## src/rtl/owd_pkg.sv

```systemverilog
`timescale 1ns / 1ps
`default_nettype none

package owd_pkg;

    // Body velocity width
    localparam int VEL_WIDTH = 16;

    // Field and register widths
    localparam int GYRO_W   = 16;
    localparam int GAIN_W   = 16;
    localparam int LIM_W    = 15;
    localparam int VOLT_W   = 16;
    localparam int IDLE_W   = 10;
    localparam int NUM_W    = 24;
    localparam int PER_W    = 16;
    localparam int COEF_W   = 17;

    // Q.16 sum width and width of the truncated wheel target
    localparam int Q_W = ((VEL_WIDTH > 16) ? VEL_WIDTH : 16) + 20;
    localparam int T_W = Q_W - 16;

    // Kinematic coefficient sqrt(3)/2 in Q.16, rounded to nearest
    localparam logic signed [COEF_W-1:0] COEF_SQRT3_2 = 17'sd56756;

    localparam logic [PER_W-1:0] PERIOD_MAX = {PER_W{1'b1}};

    // Configuration port
    localparam int CFG_IDX_W  = 3;
    localparam int CFG_DATA_W = 24;

    localparam logic [CFG_IDX_W-1:0] CFG_GYRO_GAIN        = 3'd0;
    localparam logic [CFG_IDX_W-1:0] CFG_DRIVE_LIMIT      = 3'd1;
    localparam logic [CFG_IDX_W-1:0] CFG_LOW_VOLTAGE      = 3'd2;
    localparam logic [CFG_IDX_W-1:0] CFG_IDLE_LIMIT       = 3'd3;
    localparam logic [CFG_IDX_W-1:0] CFG_PERIOD_NUMERATOR = 3'd4;

    // Register reset values
    localparam logic [GAIN_W-1:0] RST_GYRO_GAIN        = 16'd262;
    localparam logic [LIM_W-1:0]  RST_DRIVE_LIMIT      = 15'd5000;
    localparam logic [VOLT_W-1:0] RST_LOW_VOLTAGE      = 16'd1100;
    localparam logic [IDLE_W-1:0] RST_IDLE_LIMIT       = 10'd200;
    localparam logic [NUM_W-1:0]  RST_PERIOD_NUMERATOR = 24'd1000000;

    // Wheel selection
    localparam int NUM_WHEELS = 3;
    localparam int WHEEL_W    = 2;
    localparam logic [WHEEL_W-1:0] WHEEL_A = 2'd0;
    localparam logic [WHEEL_W-1:0] WHEEL_C = 2'd2;

    // Controller states
    typedef enum logic [2:0] {
        ST_IDLE,
        ST_MULT,
        ST_SUM,
        ST_CLAMP,
        ST_DIV_START,
        ST_DIV_WAIT,
        ST_OUT,
        ST_OUT_OFF
    } state_t;

    // Commands from controller to datapath
    typedef struct packed {
        logic               load_in;
        logic               mult;
        logic               sum;
        logic               clamp;
        logic               div_start;
        logic               quot_store;
        logic               out_load;
        logic               out_off;
        logic [WHEEL_W-1:0] wheel;
    } dp_cmd_t;

    // Status from datapath to controller
    typedef struct packed {
        logic low_batt;
        logic div_done;
    } dp_stat_t;

    // Input beat payload
    typedef struct packed {
        logic signed [VEL_WIDTH-1:0] vel_x;
        logic signed [VEL_WIDTH-1:0] vel_y;
        logic signed [VEL_WIDTH-1:0] vel_rot;
        logic signed [GYRO_W-1:0]    gyro_z;
        logic [VOLT_W-1:0]           battery_voltage;
    } in_beat_t;

    // Output beat payload
    typedef struct packed {
        logic [PER_W-1:0] period_a;
        logic [PER_W-1:0] period_b;
        logic [PER_W-1:0] period_c;
        logic             dir_a;
        logic             dir_b;
        logic             dir_c;
        logic             driver_enable;
        logic             shutdown;
    } out_beat_t;

endpackage

`default_nettype wire

```

## src/rtl/owd_if.sv

```systemverilog
`timescale 1ns / 1ps
`default_nettype none

// Velocity command channel
interface owd_in_if;
    import owd_pkg::*;

    logic                        valid;
    logic                        ready;
    logic signed [VEL_WIDTH-1:0] vel_x;
    logic signed [VEL_WIDTH-1:0] vel_y;
    logic signed [VEL_WIDTH-1:0] vel_rot;
    logic signed [GYRO_W-1:0]    gyro_z;
    logic [VOLT_W-1:0]           battery_voltage;

    modport source (
        output valid, vel_x, vel_y, vel_rot, gyro_z, battery_voltage,
        input  ready
    );

    modport sink (
        input  valid, vel_x, vel_y, vel_rot, gyro_z, battery_voltage,
        output ready
    );
endinterface

// Wheel drive channel
interface owd_out_if;
    import owd_pkg::*;

    logic             valid;
    logic             ready;
    logic [PER_W-1:0] period_a;
    logic [PER_W-1:0] period_b;
    logic [PER_W-1:0] period_c;
    logic             dir_a;
    logic             dir_b;
    logic             dir_c;
    logic             driver_enable;
    logic             shutdown;

    modport source (
        output valid, period_a, period_b, period_c, dir_a, dir_b, dir_c,
               driver_enable, shutdown,
        input  ready
    );

    modport sink (
        input  valid, period_a, period_b, period_c, dir_a, dir_b, dir_c,
               driver_enable, shutdown,
        output ready
    );
endinterface

`default_nettype wire

```

## src/rtl/owd_div.sv

```systemverilog
`timescale 1ns / 1ps
`default_nettype none

// Restoring divider, one quotient bit per cycle
module owd_div (
    input  wire logic                        clk,
    input  wire logic                        rst_n,
    input  wire logic                        start,
    input  wire logic [owd_pkg::NUM_W-1:0]   dividend,
    input  wire logic [owd_pkg::LIM_W-1:0]   divisor,
    output logic                             done,
    output logic [owd_pkg::NUM_W-1:0]        quotient
);
    import owd_pkg::*;

    localparam int CNT_W = $clog2(NUM_W + 1);

    logic [NUM_W-1:0] quot_reg, quot_next;
    logic [LIM_W-1:0] rem_reg, rem_next;
    logic [LIM_W-1:0] dsor_reg, dsor_next;
    logic [CNT_W-1:0] count_reg, count_next;
    logic             busy_reg, busy_next;
    logic             done_reg, done_next;

    logic [LIM_W:0]   rem_shift;
    logic             fits;

    // Shift in the next dividend bit and try the subtraction
    assign rem_shift = {rem_reg, quot_reg[NUM_W-1]};
    assign fits      = rem_shift >= {1'b0, dsor_reg};

    always_comb
    begin
        quot_next  = quot_reg;
        rem_next   = rem_reg;
        dsor_next  = dsor_reg;
        count_next = count_reg;
        busy_next  = busy_reg;
        done_next  = 1'b0;
        if (start)
        begin
            quot_next  = dividend;
            rem_next   = '0;
            dsor_next  = divisor;
            count_next = CNT_W'(NUM_W);
            busy_next  = 1'b1;
        end
        else if (busy_reg)
        begin
            quot_next  = {quot_reg[NUM_W-2:0], fits};
            rem_next   = fits ? LIM_W'(rem_shift - {1'b0, dsor_reg}) : LIM_W'(rem_shift);
            count_next = count_reg - CNT_W'(1);
            if (count_reg == CNT_W'(1))
            begin
                busy_next = 1'b0;
                done_next = 1'b1;
            end
        end
    end

    always_ff @(posedge clk or negedge rst_n)
    begin
        if (!rst_n)
        begin
            count_reg <= '0;
            busy_reg  <= 1'b0;
            done_reg  <= 1'b0;
        end
        else
        begin
            count_reg <= count_next;
            busy_reg  <= busy_next;
            done_reg  <= done_next;
        end
    end

    always_ff @(posedge clk)
    begin
        quot_reg <= quot_next;
        rem_reg  <= rem_next;
        dsor_reg <= dsor_next;
    end

    assign done     = done_reg;
    assign quotient = quot_reg;

    // Never restart a division in flight
    a_no_restart: assert property (@(posedge clk) disable iff (!rst_n)
        start |-> !busy_reg)
        else $error("divider started while busy");

    // Done is a single-cycle pulse
    a_done_pulse: assert property (@(posedge clk) disable iff (!rst_n)
        done_reg |=> !done_reg)
        else $error("divider done held");

    // Done follows the last step
    a_done_after_busy: assert property (@(posedge clk) disable iff (!rst_n)
        done_reg |-> $past(busy_reg))
        else $error("divider done without a step");

endmodule

`default_nettype wire

```

## src/rtl/owd_datapath.sv

```systemverilog
`timescale 1ns / 1ps
`default_nettype none

module owd_datapath (
    input  wire logic                          clk,
    input  wire logic                          rst_n,
    input  wire owd_pkg::dp_cmd_t              cmd,
    output owd_pkg::dp_stat_t                  stat,
    input  wire owd_pkg::in_beat_t             in_beat,
    output owd_pkg::out_beat_t                 out_beat,
    input  wire logic                          cfg_we,
    input  wire logic [owd_pkg::CFG_IDX_W-1:0] cfg_index,
    input  wire logic [owd_pkg::CFG_DATA_W-1:0] cfg_data
);
    import owd_pkg::*;

    // Configuration registers
    logic [GAIN_W-1:0] gyro_gain_reg;
    logic [LIM_W-1:0]  drive_limit_reg;
    logic [VOLT_W-1:0] low_voltage_reg;
    logic [IDLE_W-1:0] idle_limit_reg;
    logic [NUM_W-1:0]  period_num_reg;

    // Captured input beat
    logic signed [VEL_WIDTH-1:0] vx_reg, vy_reg, vr_reg;
    logic signed [GYRO_W-1:0]    gz_reg;
    logic [VOLT_W-1:0]           volt_reg;

    // Products
    logic signed [GYRO_W+GAIN_W:0]         gyro_mul, gyro_prod_reg;
    logic signed [VEL_WIDTH+COEF_W-1:0]    vy_mul, vy_prod_reg;

    // Q.16 wheel sums
    logic signed [Q_W-1:0] vx_q, vr_q, common_q, half_q, vyp_q;
    logic signed [Q_W-1:0] q_next [NUM_WHEELS];
    logic signed [Q_W-1:0] q_reg  [NUM_WHEELS];

    // Truncate and clamp
    logic signed [T_W-1:0] t_shift [NUM_WHEELS];
    logic signed [T_W-1:0] t_val   [NUM_WHEELS];
    logic signed [T_W-1:0] w_val   [NUM_WHEELS];
    logic signed [T_W-1:0] lim_s, neg_lim;
    logic [LIM_W-1:0]      mag_next [NUM_WHEELS];
    logic [LIM_W-1:0]      mag_reg  [NUM_WHEELS];
    logic [NUM_WHEELS-1:0] dir_next, dir_reg;
    logic                  all_zero;

    // Idle tracking
    logic [IDLE_W-1:0] idle_count_reg, idle_count_next;
    logic              idle_dis_reg, idle_dis_next;
    logic              enable_reg, enable_next;
    logic [IDLE_W:0]   idle_inc;
    logic              dis_mid;

    // Divider and periods
    logic             div_done;
    logic [NUM_W-1:0] div_quot;
    logic [PER_W-1:0] period_reg [NUM_WHEELS];
    logic [PER_W-1:0] period_sat;

    out_beat_t out_reg;

    // Write configuration registers
    always_ff @(posedge clk or negedge rst_n)
    begin
        if (!rst_n)
        begin
            gyro_gain_reg   <= RST_GYRO_GAIN;
            drive_limit_reg <= RST_DRIVE_LIMIT;
            low_voltage_reg <= RST_LOW_VOLTAGE;
            idle_limit_reg  <= RST_IDLE_LIMIT;
            period_num_reg  <= RST_PERIOD_NUMERATOR;
        end
        else if (cfg_we)
        begin
            case (cfg_index)
                CFG_GYRO_GAIN:        gyro_gain_reg   <= cfg_data[GAIN_W-1:0];
                CFG_DRIVE_LIMIT:      drive_limit_reg <= cfg_data[LIM_W-1:0];
                CFG_LOW_VOLTAGE:      low_voltage_reg <= cfg_data[VOLT_W-1:0];
                CFG_IDLE_LIMIT:       idle_limit_reg  <= cfg_data[IDLE_W-1:0];
                CFG_PERIOD_NUMERATOR: period_num_reg  <= cfg_data[NUM_W-1:0];
                default:              ;
            endcase
        end
    end

    // Capture the input beat
    always_ff @(posedge clk)
    begin
        if (cmd.load_in)
        begin
            vx_reg   <= in_beat.vel_x;
            vy_reg   <= in_beat.vel_y;
            vr_reg   <= in_beat.vel_rot;
            gz_reg   <= in_beat.gyro_z;
            volt_reg <= in_beat.battery_voltage;
        end
    end

    assign stat.low_batt = volt_reg < low_voltage_reg;
    assign stat.div_done = div_done;

    // Gyro compensation and the sqrt(3)/2 term
    assign gyro_mul = gz_reg * $signed({1'b0, gyro_gain_reg});
    assign vy_mul   = vy_reg * COEF_SQRT3_2;

    always_ff @(posedge clk)
    begin
        if (cmd.mult)
        begin
            gyro_prod_reg <= gyro_mul;
            vy_prod_reg   <= vy_mul;
        end
    end

    // Form the three Q.16 wheel sums
    assign vx_q     = Q_W'(vx_reg);
    assign vr_q     = Q_W'(vr_reg);
    assign vyp_q    = Q_W'(vy_prod_reg);
    assign half_q   = vx_q <<< 15;
    assign common_q = (vr_q <<< 16) + Q_W'(gyro_prod_reg);

    always_comb
    begin
        q_next[0] = (vx_q <<< 16) + common_q;
        q_next[1] = common_q - half_q + vyp_q;
        q_next[2] = common_q - half_q - vyp_q;
    end

    always_ff @(posedge clk)
    begin
        if (cmd.sum)
        begin
            for (int i = 0; i < NUM_WHEELS; i++)
            begin
                q_reg[i] <= q_next[i];
            end
        end
    end

    // Truncate toward zero, clamp, split into magnitude and direction
    assign lim_s   = $signed({{(T_W-LIM_W){1'b0}}, drive_limit_reg});
    assign neg_lim = -lim_s;

    always_comb
    begin
        for (int i = 0; i < NUM_WHEELS; i++)
        begin
            t_shift[i] = T_W'(q_reg[i] >>> 16);
            if (q_reg[i][Q_W-1] && (q_reg[i][15:0] != 16'd0))
            begin
                t_val[i] = t_shift[i] + T_W'(1);
            end
            else
            begin
                t_val[i] = t_shift[i];
            end
            if (t_val[i] > lim_s)
            begin
                w_val[i] = lim_s;
            end
            else if (t_val[i] < neg_lim)
            begin
                w_val[i] = neg_lim;
            end
            else
            begin
                w_val[i] = t_val[i];
            end
            mag_next[i] = w_val[i][T_W-1] ? LIM_W'(-w_val[i]) : LIM_W'(w_val[i]);
            dir_next[i] = !(w_val[i] > T_W'(0));
        end
    end

    assign all_zero = (t_val[0] == T_W'(0)) && (t_val[1] == T_W'(0))
                   && (t_val[2] == T_W'(0));

    // Advance the idle counter; disable after too many still ticks
    assign idle_inc = all_zero ? ({1'b0, idle_count_reg} + (IDLE_W+1)'(1)) : '0;

    always_comb
    begin
        idle_count_next = idle_count_reg;
        idle_dis_next   = idle_dis_reg;
        enable_next     = enable_reg;
        dis_mid         = idle_dis_reg;
        if (cmd.clamp)
        begin
            if (!idle_dis_reg)
            begin
                if (idle_inc > {1'b0, idle_limit_reg})
                begin
                    dis_mid         = 1'b1;
                    idle_count_next = '0;
                end
                else
                begin
                    dis_mid         = 1'b0;
                    idle_count_next = idle_inc[IDLE_W-1:0];
                end
            end
            enable_next   = !dis_mid;
            idle_dis_next = dis_mid && all_zero;
        end
    end

    always_ff @(posedge clk or negedge rst_n)
    begin
        if (!rst_n)
        begin
            idle_count_reg <= '0;
            idle_dis_reg   <= 1'b0;
            enable_reg     <= 1'b0;
        end
        else
        begin
            idle_count_reg <= idle_count_next;
            idle_dis_reg   <= idle_dis_next;
            enable_reg     <= enable_next;
        end
    end

    always_ff @(posedge clk)
    begin
        if (cmd.clamp)
        begin
            for (int i = 0; i < NUM_WHEELS; i++)
            begin
                mag_reg[i] <= mag_next[i];
            end
            dir_reg <= dir_next;
        end
    end

    // Shared divider: numerator over wheel magnitude. A zero magnitude
    // yields an all-ones quotient, which saturates to the maximum period.
    owd_div u_div (
        .clk      (clk),
        .rst_n    (rst_n),
        .start    (cmd.div_start),
        .dividend (period_num_reg),
        .divisor  (mag_reg[cmd.wheel]),
        .done     (div_done),
        .quotient (div_quot)
    );

    assign period_sat = (|div_quot[NUM_W-1:PER_W]) ? PERIOD_MAX : div_quot[PER_W-1:0];

    always_ff @(posedge clk)
    begin
        if (cmd.quot_store)
        begin
            period_reg[cmd.wheel] <= period_sat;
        end
    end

    // Load the output beat
    always_ff @(posedge clk)
    begin
        if (cmd.out_load)
        begin
            if (cmd.out_off)
            begin
                out_reg.period_a      <= '0;
                out_reg.period_b      <= '0;
                out_reg.period_c      <= '0;
                out_reg.dir_a         <= 1'b0;
                out_reg.dir_b         <= 1'b0;
                out_reg.dir_c         <= 1'b0;
                out_reg.driver_enable <= 1'b0;
                out_reg.shutdown      <= 1'b1;
            end
            else
            begin
                out_reg.period_a      <= period_reg[0];
                out_reg.period_b      <= period_reg[1];
                out_reg.period_c      <= period_reg[2];
                out_reg.dir_a         <= dir_reg[0];
                out_reg.dir_b         <= dir_reg[1];
                out_reg.dir_c         <= dir_reg[2];
                out_reg.driver_enable <= enable_reg;
                out_reg.shutdown      <= 1'b0;
            end
        end
    end

    assign out_beat = out_reg;

endmodule

`default_nettype wire

```

## src/rtl/owd_ctrl.sv

```systemverilog
`timescale 1ns / 1ps
`default_nettype none

module owd_ctrl (
    input  wire logic         clk,
    input  wire logic         rst_n,
    input  wire logic         in_valid,
    output logic              in_ready,
    output logic              out_valid,
    input  wire logic         out_ready,
    output owd_pkg::dp_cmd_t  cmd,
    input  wire owd_pkg::dp_stat_t stat
);
    import owd_pkg::*;

    state_t             state_reg, state_next;
    logic [WHEEL_W-1:0] wheel_reg, wheel_next;
    logic               out_valid_reg, out_valid_next;
    logic               out_free;

    assign out_free = !out_valid_reg || out_ready;

    // Next state and commands
    always_comb
    begin
        state_next = state_reg;
        wheel_next = wheel_reg;
        cmd        = '0;
        cmd.wheel  = wheel_reg;
        in_ready   = 1'b0;
        case (state_reg)
            ST_IDLE:
            begin
                in_ready = 1'b1;
                if (in_valid)
                begin
                    cmd.load_in = 1'b1;
                    state_next  = ST_MULT;
                end
            end
            ST_MULT:
            begin
                cmd.mult   = 1'b1;
                state_next = stat.low_batt ? ST_OUT_OFF : ST_SUM;
            end
            ST_SUM:
            begin
                cmd.sum    = 1'b1;
                state_next = ST_CLAMP;
            end
            ST_CLAMP:
            begin
                cmd.clamp  = 1'b1;
                wheel_next = WHEEL_A;
                state_next = ST_DIV_START;
            end
            ST_DIV_START:
            begin
                cmd.div_start = 1'b1;
                state_next    = ST_DIV_WAIT;
            end
            ST_DIV_WAIT:
            begin
                if (stat.div_done)
                begin
                    cmd.quot_store = 1'b1;
                    if (wheel_reg == WHEEL_C)
                    begin
                        state_next = ST_OUT;
                    end
                    else
                    begin
                        wheel_next = wheel_reg + WHEEL_W'(1);
                        state_next = ST_DIV_START;
                    end
                end
            end
            ST_OUT:
            begin
                if (out_free)
                begin
                    cmd.out_load = 1'b1;
                    state_next   = ST_IDLE;
                end
            end
            ST_OUT_OFF:
            begin
                if (out_free)
                begin
                    cmd.out_load = 1'b1;
                    cmd.out_off  = 1'b1;
                    state_next   = ST_IDLE;
                end
            end
            default:
            begin
                state_next = ST_IDLE;
            end
        endcase
    end

    // Hold the result until the sink takes the beat
    always_comb
    begin
        if (cmd.out_load)
        begin
            out_valid_next = 1'b1;
        end
        else if (out_ready)
        begin
            out_valid_next = 1'b0;
        end
        else
        begin
            out_valid_next = out_valid_reg;
        end
    end

    always_ff @(posedge clk or negedge rst_n)
    begin
        if (!rst_n)
        begin
            state_reg     <= ST_IDLE;
            wheel_reg     <= WHEEL_A;
            out_valid_reg <= 1'b0;
        end
        else
        begin
            state_reg     <= state_next;
            wheel_reg     <= wheel_next;
            out_valid_reg <= out_valid_next;
        end
    end

    assign out_valid = out_valid_reg;

    // Never overwrite a result that is still waiting
    a_no_overwrite: assert property (@(posedge clk) disable iff (!rst_n)
        (out_valid_reg && !out_ready) |-> !cmd.out_load)
        else $error("output beat overwritten");

    // Divider completion arrives only while waiting for it
    a_done_in_wait: assert property (@(posedge clk) disable iff (!rst_n)
        stat.div_done |-> (state_reg == ST_DIV_WAIT))
        else $error("unexpected divider done");

    // An accepted beat starts the multiply stage
    a_accept_to_mult: assert property (@(posedge clk) disable iff (!rst_n)
        (in_valid && in_ready) |=> (state_reg == ST_MULT))
        else $error("accepted beat not processed");

    // Wheel index stays within the three wheels
    a_wheel_range: assert property (@(posedge clk) disable iff (!rst_n)
        wheel_reg <= WHEEL_C)
        else $error("wheel index out of range");

endmodule

`default_nettype wire

```

## src/rtl/omni_wheel_drive_output.sv

```systemverilog
`timescale 1ns / 1ps
`default_nettype none

// Channel     Role    Beat
// vel_in      sink    vel_x, vel_y, vel_rot, gyro_z, battery_voltage
// drive_out   source  period_a/b/c, dir_a/b/c, driver_enable, shutdown
// cfg         write   cfg_we, cfg_index, cfg_data (no read-back)
//
// Each beat runs three pipeline steps (multiply, sum, truncate and clamp),
// then uses the one shared bit-serial divider (24 quotient bits) for each
// wheel in turn, then the output load. A low-battery beat goes from the
// multiply step straight to a shutdown output load. Reset is asynchronous,
// active low, and restores register defaults and clears idle tracking.
// A finished beat waits in the output register; a new beat is taken meanwhile.

module omni_wheel_drive_output (
    input  wire logic                           clk,
    input  wire logic                           rst_n,
    owd_in_if.sink                              vel_in,
    owd_out_if.source                           drive_out,
    input  wire logic                           cfg_we,
    input  wire logic [owd_pkg::CFG_IDX_W-1:0]  cfg_index,
    input  wire logic [owd_pkg::CFG_DATA_W-1:0] cfg_data
);
    import owd_pkg::*;

    dp_cmd_t   cmd;
    dp_stat_t  stat;
    in_beat_t  in_beat;
    out_beat_t out_beat;
    logic      in_ready;
    logic      out_valid;

    // Gather the input beat
    always_comb
    begin
        in_beat.vel_x           = vel_in.vel_x;
        in_beat.vel_y           = vel_in.vel_y;
        in_beat.vel_rot         = vel_in.vel_rot;
        in_beat.gyro_z          = vel_in.gyro_z;
        in_beat.battery_voltage = vel_in.battery_voltage;
    end

    assign vel_in.ready = in_ready;

    owd_ctrl u_ctrl (
        .clk       (clk),
        .rst_n     (rst_n),
        .in_valid  (vel_in.valid),
        .in_ready  (in_ready),
        .out_valid (out_valid),
        .out_ready (drive_out.ready),
        .cmd       (cmd),
        .stat      (stat)
    );

    owd_datapath u_dp (
        .clk       (clk),
        .rst_n     (rst_n),
        .cmd       (cmd),
        .stat      (stat),
        .in_beat   (in_beat),
        .out_beat  (out_beat),
        .cfg_we    (cfg_we),
        .cfg_index (cfg_index),
        .cfg_data  (cfg_data)
    );

    // Drive the output beat
    assign drive_out.valid         = out_valid;
    assign drive_out.period_a      = out_beat.period_a;
    assign drive_out.period_b      = out_beat.period_b;
    assign drive_out.period_c      = out_beat.period_c;
    assign drive_out.dir_a         = out_beat.dir_a;
    assign drive_out.dir_b         = out_beat.dir_b;
    assign drive_out.dir_c         = out_beat.dir_c;
    assign drive_out.driver_enable = out_beat.driver_enable;
    assign drive_out.shutdown      = out_beat.shutdown;

endmodule

`default_nettype wire

```

## src/flat_wrapper.sv

```systemverilog
// flat-port wrapper written by rule: the top's interface ports become plain ports
module omni_wheel_drive_output_flat import owd_pkg::*;
  (clk, rst_n, cfg_we, cfg_index, cfg_data, vel_in_valid, vel_in_vel_x, vel_in_vel_y, vel_in_vel_rot, vel_in_gyro_z, vel_in_battery_voltage, vel_in_ready, drive_out_valid, drive_out_period_a, drive_out_period_b, drive_out_period_c, drive_out_dir_a, drive_out_dir_b, drive_out_dir_c, drive_out_driver_enable, drive_out_shutdown, drive_out_ready);
  owd_in_if vel_in_i ();
  owd_out_if drive_out_i ();
  input  wire logic clk;
  input  wire logic rst_n;
  input  wire logic cfg_we;
  input  wire logic [owd_pkg::CFG_IDX_W-1:0] cfg_index;
  input  wire logic [owd_pkg::CFG_DATA_W-1:0] cfg_data;
  input wire logic [$bits(vel_in_i.valid)-1:0] vel_in_valid;
  input wire logic [$bits(vel_in_i.vel_x)-1:0] vel_in_vel_x;
  input wire logic [$bits(vel_in_i.vel_y)-1:0] vel_in_vel_y;
  input wire logic [$bits(vel_in_i.vel_rot)-1:0] vel_in_vel_rot;
  input wire logic [$bits(vel_in_i.gyro_z)-1:0] vel_in_gyro_z;
  input wire logic [$bits(vel_in_i.battery_voltage)-1:0] vel_in_battery_voltage;
  output wire logic [$bits(vel_in_i.ready)-1:0] vel_in_ready;
  output wire logic [$bits(drive_out_i.valid)-1:0] drive_out_valid;
  output wire logic [$bits(drive_out_i.period_a)-1:0] drive_out_period_a;
  output wire logic [$bits(drive_out_i.period_b)-1:0] drive_out_period_b;
  output wire logic [$bits(drive_out_i.period_c)-1:0] drive_out_period_c;
  output wire logic [$bits(drive_out_i.dir_a)-1:0] drive_out_dir_a;
  output wire logic [$bits(drive_out_i.dir_b)-1:0] drive_out_dir_b;
  output wire logic [$bits(drive_out_i.dir_c)-1:0] drive_out_dir_c;
  output wire logic [$bits(drive_out_i.driver_enable)-1:0] drive_out_driver_enable;
  output wire logic [$bits(drive_out_i.shutdown)-1:0] drive_out_shutdown;
  input wire logic [$bits(drive_out_i.ready)-1:0] drive_out_ready;
  assign vel_in_i.valid = vel_in_valid;
  assign vel_in_i.vel_x = vel_in_vel_x;
  assign vel_in_i.vel_y = vel_in_vel_y;
  assign vel_in_i.vel_rot = vel_in_vel_rot;
  assign vel_in_i.gyro_z = vel_in_gyro_z;
  assign vel_in_i.battery_voltage = vel_in_battery_voltage;
  assign vel_in_ready = vel_in_i.ready;
  assign drive_out_valid = drive_out_i.valid;
  assign drive_out_period_a = drive_out_i.period_a;
  assign drive_out_period_b = drive_out_i.period_b;
  assign drive_out_period_c = drive_out_i.period_c;
  assign drive_out_dir_a = drive_out_i.dir_a;
  assign drive_out_dir_b = drive_out_i.dir_b;
  assign drive_out_dir_c = drive_out_i.dir_c;
  assign drive_out_driver_enable = drive_out_i.driver_enable;
  assign drive_out_shutdown = drive_out_i.shutdown;
  assign drive_out_i.ready = drive_out_ready;
  omni_wheel_drive_output u_core (.clk(clk), .rst_n(rst_n), .vel_in(vel_in_i), .drive_out(drive_out_i), .cfg_we(cfg_we), .cfg_index(cfg_index), .cfg_data(cfg_data));
endmodule
```

## config.mk

```make
export PLATFORM = sky130hd
export DESIGN_NAME = omni_wheel_drive_output_flat
export DESIGN_NICKNAME = d
export VERILOG_FILES = /design/src/rtl/owd_pkg.sv /design/src/rtl/owd_if.sv /design/src/rtl/owd_div.sv /design/src/rtl/owd_datapath.sv /design/src/rtl/owd_ctrl.sv /design/src/rtl/omni_wheel_drive_output.sv /design/src/flat_wrapper.sv
export SDC_FILE = /design/constraint.sdc
export NUM_CORES = 2
export LEC_CHECK = 0
export ABC_AREA = 0
export BUFFER_PORTS_ARGS = -buffer_cell sky130_fd_sc_hd__buf_2
export CAP_MARGIN = 5
export CORE_MARGIN = 2
export CORE_UTILIZATION = 35
export CTS_CLUSTER_DIAMETER = 60
export DETAILED_ROUTE_END_ITERATION = 16
export GPL_ROUTABILITY_DRIVEN = 0
export PLACE_DENSITY_LB_ADDON = 0.3
export SLEW_MARGIN = 20
export SYNTH_ARGS = -nofsm -noshare
export SYNTH_HDL_FRONTEND = slang
export SYNTH_SLANG_ARGS = --single-unit
export TNS_END_PERCENT = 1
```

## constraint.sdc

```tcl
create_clock -name clk -period 11.7 [get_ports clk]
set_input_delay 1.755 -clock clk [delete_from_list [all_inputs] [get_ports clk]]
set_output_delay 1.755 -clock clk [all_outputs]
set_load 0.005 [all_outputs]
```

-- Word level (Yosys, flattened, before mapping)
Memories as Yosys holds them, arrays and structs flattened. A register that Yosys moved wholly into a read port is not among the register bits.
Cells that the tools add are included.
- output and inout bits: 55
- memories: 3
- logic and storage cells: 173
- bits in writable memories: 201
- bits in registers: 297
- bits of input ports: 112
- memory list (name ; words ; width ; read ports ; clocked after Yosys merged registers in ; wr ports ; RTL line ; source):
    u_core.u_dp.q_reg ; 3 ; 36 ; 3 ; 0 ; 3 ; owd_datapath.sv:36 ; logic signed [Q_W-1:0] q_reg [NUM_WHEELS];
    u_core.u_dp.period_reg ; 3 ; 16 ; 3 ; 3 ; 1 ; owd_datapath.sv:58 ; logic [PER_W-1:0] period_reg [NUM_WHEELS];
    u_core.u_dp.mag_reg ; 3 ; 15 ; 1 ; 1 ; 3 ; owd_datapath.sv:44 ; logic [LIM_W-1:0] mag_reg [NUM_WHEELS];
- multiplexer cells: 60
- add/sub/neg operators: 16
- $mul: 2
- reductions and logical operators: 33
- equality and inequality tests: 17
- bitwise operators: 1
- $lt $le $gt $ge: 12
- operators by type and width (kind ; number):
    $mux W20 ; 9
    $add A20 B2 Y20 const B ; 3
    $gt A20 B1 Y1 const B ; 3
    $gt A20 B16 Y1 ; 3
    $logic_not A20 Y1 ; 3
    $lt A20 B20 Y1 ; 3
    $mux W15 ; 4
    $mux W24 ; 2
    $reduce_bool A16 Y1 ; 3
    $neg A15 Y15 ; 3
    $add A35 B33 Y36 ; 1
    $sub A35 B33 Y36 ; 1
    $add A32 B34 Y35 ; 1
    $sub A34 B31 Y35 ; 1
    $add A32 B33 Y34 ; 1
    $mul A16 B17 Y33 ; 1
    $mul A16 B15 Y31 const B ; 1
    $mux W1 ; 29
    $pmux W3 S7 ; 1
    $neg A15 Y20 ; 1
    $ge A16 B15 Y1 ; 1
    $lt A16 B16 Y1 ; 1
    $mux W16 ; 1
    $eq A3 B3 Y1 const B ; 5
    28 further kinds ; 59

-- Logic depth before layout (Yosys ltp)
An unclocked memory read counts as a cell.
- depth in word-level cells: 13
- gate-level depth with buffers: 27
- mapped depth without buffers: 26

-- Cells and area by module
From an unflattened synthesis, not the netlist that was laid out.
- cell total of the unflattened synthesis: 4678
- area, all modules: 47672.0 µm²
- by module, submodules not included (module ; area each (µm²) ; instances ; cells an instance ; sequential area each (µm²)):
    owd_datapath ; 43942.1 ; 1 ; 4321 ; 14216.1
    owd_div ; 3323.2 ; 1 ; 307 ; 1646.6
    owd_ctrl ; 406.6 ; 1 ; 50 ; 150.1

-- Worst setup path before layout
No wires, ideal clock.
- path kind: register -> register
- start: register u_core.u_dp.gyro_gain_reg[8]
- end: register u_core.u_dp.gyro_prod_reg[32] (data pin)
- required time: 11.440 ns
- clock period less this slack: 6.347 ns
- cell stages (with the launch flop): 24
- path buffers: 1
- slack: 5.353 ns
- setup time: 0.260 ns
- data arrival time: 6.087 ns
- cell sequence: dfstp_2 clkbuf_1 nand2_1 fa_1 fa_1 fa_1 fa_1 inv_1 fa_1 inv_1 fa_1 inv_1 ha_1 a21oi_1 nand2_1 a21oi_1 nor2b_1 o21ai_0 a21oi_1 a2111oi_0 a31oi_1 nand4_1 a31oi_1 xnor2_1
- cells in the longest elaborated chain, start to end: 1
- RTL lines (item ; RTL line ; source):
    from (decl) ; owd_datapath.sv:18 ; logic [GAIN_W-1:0] gyro_gain_reg;
    from (signal assigned) ; owd_datapath.sv:77 ; CFG_GYRO_GAIN: gyro_gain_reg <= cfg_data[GAIN_W-1:0];
    $mul A16 B17 Y33 ; owd_datapath.sv:104 ; assign gyro_mul = gz_reg * $signed({1'b0, gyro_gain_reg});
    net u_core.u_dp.gyro_mul[32] ; owd_datapath.sv:30 ; logic signed [GYRO_W+GAIN_W:0] gyro_mul, gyro_prod_reg;
    to (signal assigned) ; owd_datapath.sv:111 ; gyro_prod_reg <= gyro_mul;
    to (decl) ; owd_datapath.sv:30 ;
The timed path passes the listed nets, and every way through them passes these cells.
A chain may end at the register's enable or synchronous reset.

-- Worst setup path after layout
- start: register u_core.u_dp.gyro_gain_reg[5]
- end: register u_core.u_dp.gyro_prod_reg[32] (data pin)
Same word-level chain as after synthesis.

==> results.md <==
- Of the cells placed in the final design, the portion with a size suffix greater than 1 is 0.09539.
- The final non-filler cell total is 6,623.
- The largest driver fanout on the critical path is 17.
- The final cycle utilization of the critical path is 0.6198.
- The share of the synthesized area in the top cell type is 0.2784.
- 167 I/O pins were placed.
- The number of antenna violations at the first check in global routing is 2.
- The flow ran to the end, and the final reports show no timing, DRC or antenna violations.
- The fraction of power spent switching nets is 0.4476.
- Synthesis produced a netlist whose cell count is 4,666.
- The CTS tree is yes.
- The share of async-settable or async-resettable flops after synthesis is 0.1910.
- Among all flip-flop cells after synthesis, the most frequent one is sky130_fd_sc_hd__edfxtp_1.
- The max-slew violation count is 0.
- Once the clock tree was built, the resizer swapped 0 gates to a different size.
- Headroom to the max-slew limit came out at 0.2680.
- The share of power burned in registers is 0.214.
- Across the run, the number of max-cap violations was 0.
- The net switching component of the power is 6.985 mW.
- The synthesized-area fraction occupied by xor and xnor cells is 0.05313.
- The via count of the first global-routing pass was 33,810.
- Clock tree synthesis inserted a total of 74 buffers.
- In this run the tool buffered the top-level ports with 166 buffer cells.
- The commonest cells after synthesis are sky130_fd_sc_hd__inv_1 (652), sky130_fd_sc_hd__ha_1 (499), sky130_fd_sc_hd__edfxtp_1 (434), sky130_fd_sc_hd__nand2_1 (414), sky130_fd_sc_hd__fa_1 (321).
- The startpoint identified for the worst register-to-register timing path is u_core.u_dp.gyro_gain_reg[5].
- The data arrival at the endpoint of the critical path is 7.67 ns.
- The number of sinks handled by clock tree synthesis is 555.
- The area growth from synthesis to layout is 11.77%.
- For the pin with the worst max-slew slack, the measured transition is 1.070 ns.
- The total via count after detailed routing is 33,640.
- Setup violations remaining at the end of the flow were counted as 0.
- At the worst endpoint, the required time is 12.12 ns.
- For this block, the routed nets add up to 118,900 microns of wire.
- When the netlist entered floorplanning its net count stood at 5,598.
- The post-synthesis average cell area is 10.03 sq um.
- The share of the synthesized area in compound gates (AO/OA/AOI/OAI) is 0.1057.
- The horizontal extent of the die is 369.7 microns.
- The sequential-to-total area share from yosys stat is 0.3421.
- For this run, the number of Yosys warnings is 0.
- The number of H-tree branching levels is 3.
- The most numerous cell on the critical path is sky130_fd_sc_hd__fa_1.
- The critical path is of the reg2reg type.
- Dividing the detail-routed via count by the number of cells gives 5.079.
- After layout, the minimum clock period comes to 7.252 ns.
- Ranked by total cell area, the synthesized netlist is headed by sky130_fd_sc_hd__edfxtp_1 (28%), sky130_fd_sc_hd__fa_1 (14%), sky130_fd_sc_hd__ha_1 (13%).
- The power per standard cell area is 298.2 mW/mm^2.
- The critical path starts at u_core.u_dp.gyro_gain_reg[5].
- The total of hold buffers inserted after clock tree synthesis is 0.
- The count of flip-flops with a built-in enable after synthesis is 434.
- STA classifies the critical path startpoint as a flop.
- The most frequently used cell type in the post-synthesis netlist is sky130_fd_sc_hd__inv_1.
- After global routing the overflow that remains totals 0.
- Clock skew on the completed layout was measured at 0.03676 ns.
- Of the total synthesized cell area, the portion taken by full adders, half adders and majority gates is 0.2706.
- The worst setup path is captured at a flop.
- The region available for standard cell placement spans 0.1331 sq mm.
- In this run the deepest clock path goes through 3 buffers.
- The portion of netlist area occupied by mux cells is 0.02715.
- After clock tree synthesis, the clock-pin slew on the worst setup and hold paths is 0.06 ns.
- The main combinational cell family by area after synthesis is adder cells.
- IR analysis of the VDD net gives a maximum drop of 0.7289 mV.
- The cell accounting for the most synthesized area is sky130_fd_sc_hd__edfxtp_1.
- Setup repair after global routing left no endpoint under its margin.
- The critical path goes through and2_1, fa_1, inv_1, fa_1, fa_1, fa_1, inv_1, fa_1, inv_1, fa_1, inv_1, ha_1, a21oi_1, nand2_1, a21oi_1, nor2b_1, o21ai_0, a21oi_1, a2111oi_0, a31oi_1, nand4_1, a31oi_1, xnor2_1.
- The buffer count from post-CTS setup fixing is 0.
- The longest individual stage delay on the worst path is 0.95 ns.
- For this design, the slowest cell found on the critical path is sky130_fd_sc_hd__a2111oi_0.
- The final hold violation count is 0.
- The part of the power in combinational logic is 0.630.
- The worst-skew pair later-pin latency is 0.69 ns.
- The first detailed-routing pass took 5 iterations.
- The routed length per instance is 17.95 microns.
- The post-synthesis simple-gate area fraction is 0.1369.
- The power after layout is 15.61 mW.
- The register with the most flip-flops in the layout has 102 of them.
- The starting DRC count in detailed routing is 2,244.
- The clock network fraction of design power is 0.156.
- The number of nets at the end of the flow is 5,725.
- The type of the worst min-delay path is reg2reg.
- Entering global routing, the biggest net connects 79 pins.
- The wire length of the first global-routing pass is 189,200 microns.
- Once detail routing completed, the nets flagged for antenna violations numbered 0.
- The static leakage power is 22.49 nW.
- The number of different library cells used by synthesis comes to 90.
- The sum of net half-perimeters after detailed placement is 94,100 microns.
- After detailed routing, the number of remaining DRC violations is 0.
- Counting the fill cells in the layout gives 13,230.
- The maximum clock frequency is 137.9 MHz.
- Across every metal layer, demand over resource in global routing totals 0.1759.
- The initialized floorplan defines 134 standard-cell rows.
- In this run the vertical extent of the chip is 369.7 microns.
- After synthesis the cells add up to 0.04681 sq mm.
- Cell internal power was estimated by the tool at 8.620 mW.
- The flip-flop and latch count after synthesis is 555.
- The startpoint identified for the worst hold timing path is u_core.u_dp.gyro_prod_reg[0].
- Counting tap cells, the placed design contains a total of 6,485 instances.
- The starting density of the core is 0.3517.
- The total die area is 0.1367 sq mm.
- The root cell of the clock tree is sky130_fd_sc_hd__clkbuf_16.
- The summed negative setup slack over all endpoints is 0 ns.
power by group through the flow:
stage / sequential [mW] / clock, mW / combinational (mW)
final: 3.34 / 2.44 / 9.83
after global routing: 3.38 / 2.58 / 11.2
after CTS: 3.34 / 2.51 / 9.90
after detailed placement: 3.37 / 0 / 9.82
after global placement: 3.37 / 0 / 9.79
after floorplan: 3.20 / 0 / 7.61
cells by family (layout without fill, tap and decap cells):
logic type,after synthesis,in the layout
AO/OA/AOI/OAI,781,781
buffers and inverters,801,989
adder cells (fa/ha/maj),820,820
multiplexers,119,119
XOR/XNOR,284,284
flip-flops,555,555
other,0,1
AND/OR/NAND/NOR,1306,1306
cell type report:
| cell class | count | area [sq um] | area share |
|---|---|---|---|
| clock inverters | 59 | 820.8 | 0.01569 |
| diodes | 1 | 2.502 | 0.00004783 |
| well taps | 1768 | 2212 | 0.04228 |
| flip-flops and latches | 555 | 16010 | 0.3060 |
| repair buffers | 197 | 1066 | 0.02037 |
| inverters | 655 | 2459 | 0.04699 |
| multi-input cells | 3310 | 27860 | 0.5325 |
| clock buffers | 78 | 1887 | 0.03606 |
final timing paths:
| check | endpoint | depth (start not counted) | slack [ns] |
|---|---|---|---|
| min | u_core.u_dp.q_reg[0][72] | 0 | 0.40 |
| max | u_core.u_dp.gyro_prod_reg[32] | 23 | 4.45 |
| max in group asynchronous | u_core.u_dp.gyro_gain_reg[12] | 2 | 9.30 |
| max reg2reg | u_core.u_dp.gyro_prod_reg[32] | 23 | 4.45 |
| min reg2reg | u_core.u_dp.q_reg[0][72] | 0 | 0.40 |
| min in group asynchronous | u_core.u_dp.period_num_reg[15] | 1 | 1.18 |
critical path, delay by kind of cell, from the launching register on:
| family | cells | cell delay [ns] |
|---|---|---|
| AO/OA/AOI/OAI | 7 | 1.96 |
| flip-flops | 1 | 0.62 |
| XOR/XNOR | 1 | 0.13 |
| adder cells (fa/ha/maj) | 7 | 3.44 |
| buffers and inverters | 4 | 0.21 |
| AND/OR/NAND/NOR | 4 | 0.62 |
per-stage QoR:
stage	setup slack [ns]	cell area [sq um]	hold slack, ns	util
2_1_floorplan	5.353	46810	0.4003	-
3_3_place_gp	4.543	49610	0.4333	0.3727
3_5_place_dp	4.542	49610	0.4238	0.3727
4_1_cts	4.532	52320	0.4122	0.3930
5_1_grt	4.018	52320	0.4096	0.3930
6_report	4.448	52320	0.4037	0.3931
routing by layer:
layer / routed length (microns) / up-vias / track usage
met5: 13 / - / 0
met4: 5169 / 2 / 0.07825
met3: 5864 / 195 / 0.02324
met2: 54350 / 867 / 0.2803
met1: 53500 / 16390 / 0.2388
li1: - / 16190 / -
cells in the final DEF (no fill, tap or decap), drive strengths merged, types with 32 or more instances in the layout:
cell,n
inv,673
ha,499
edfxtp,434
nand2,414
fa,321
nor2,260
a21oi,250
xnor2,209
and2,197
buf,197
o21ai,176
dfrtp,84
nand3,82
clkbuf,78
xor2,75
nor3,72
mux2,64
mux2i,55
a21o,54
nand4,52
nor2b,37
nand2b,35
o21a,34
o21bai,32
Note: power is estimated with default switching activity, not from simulation.
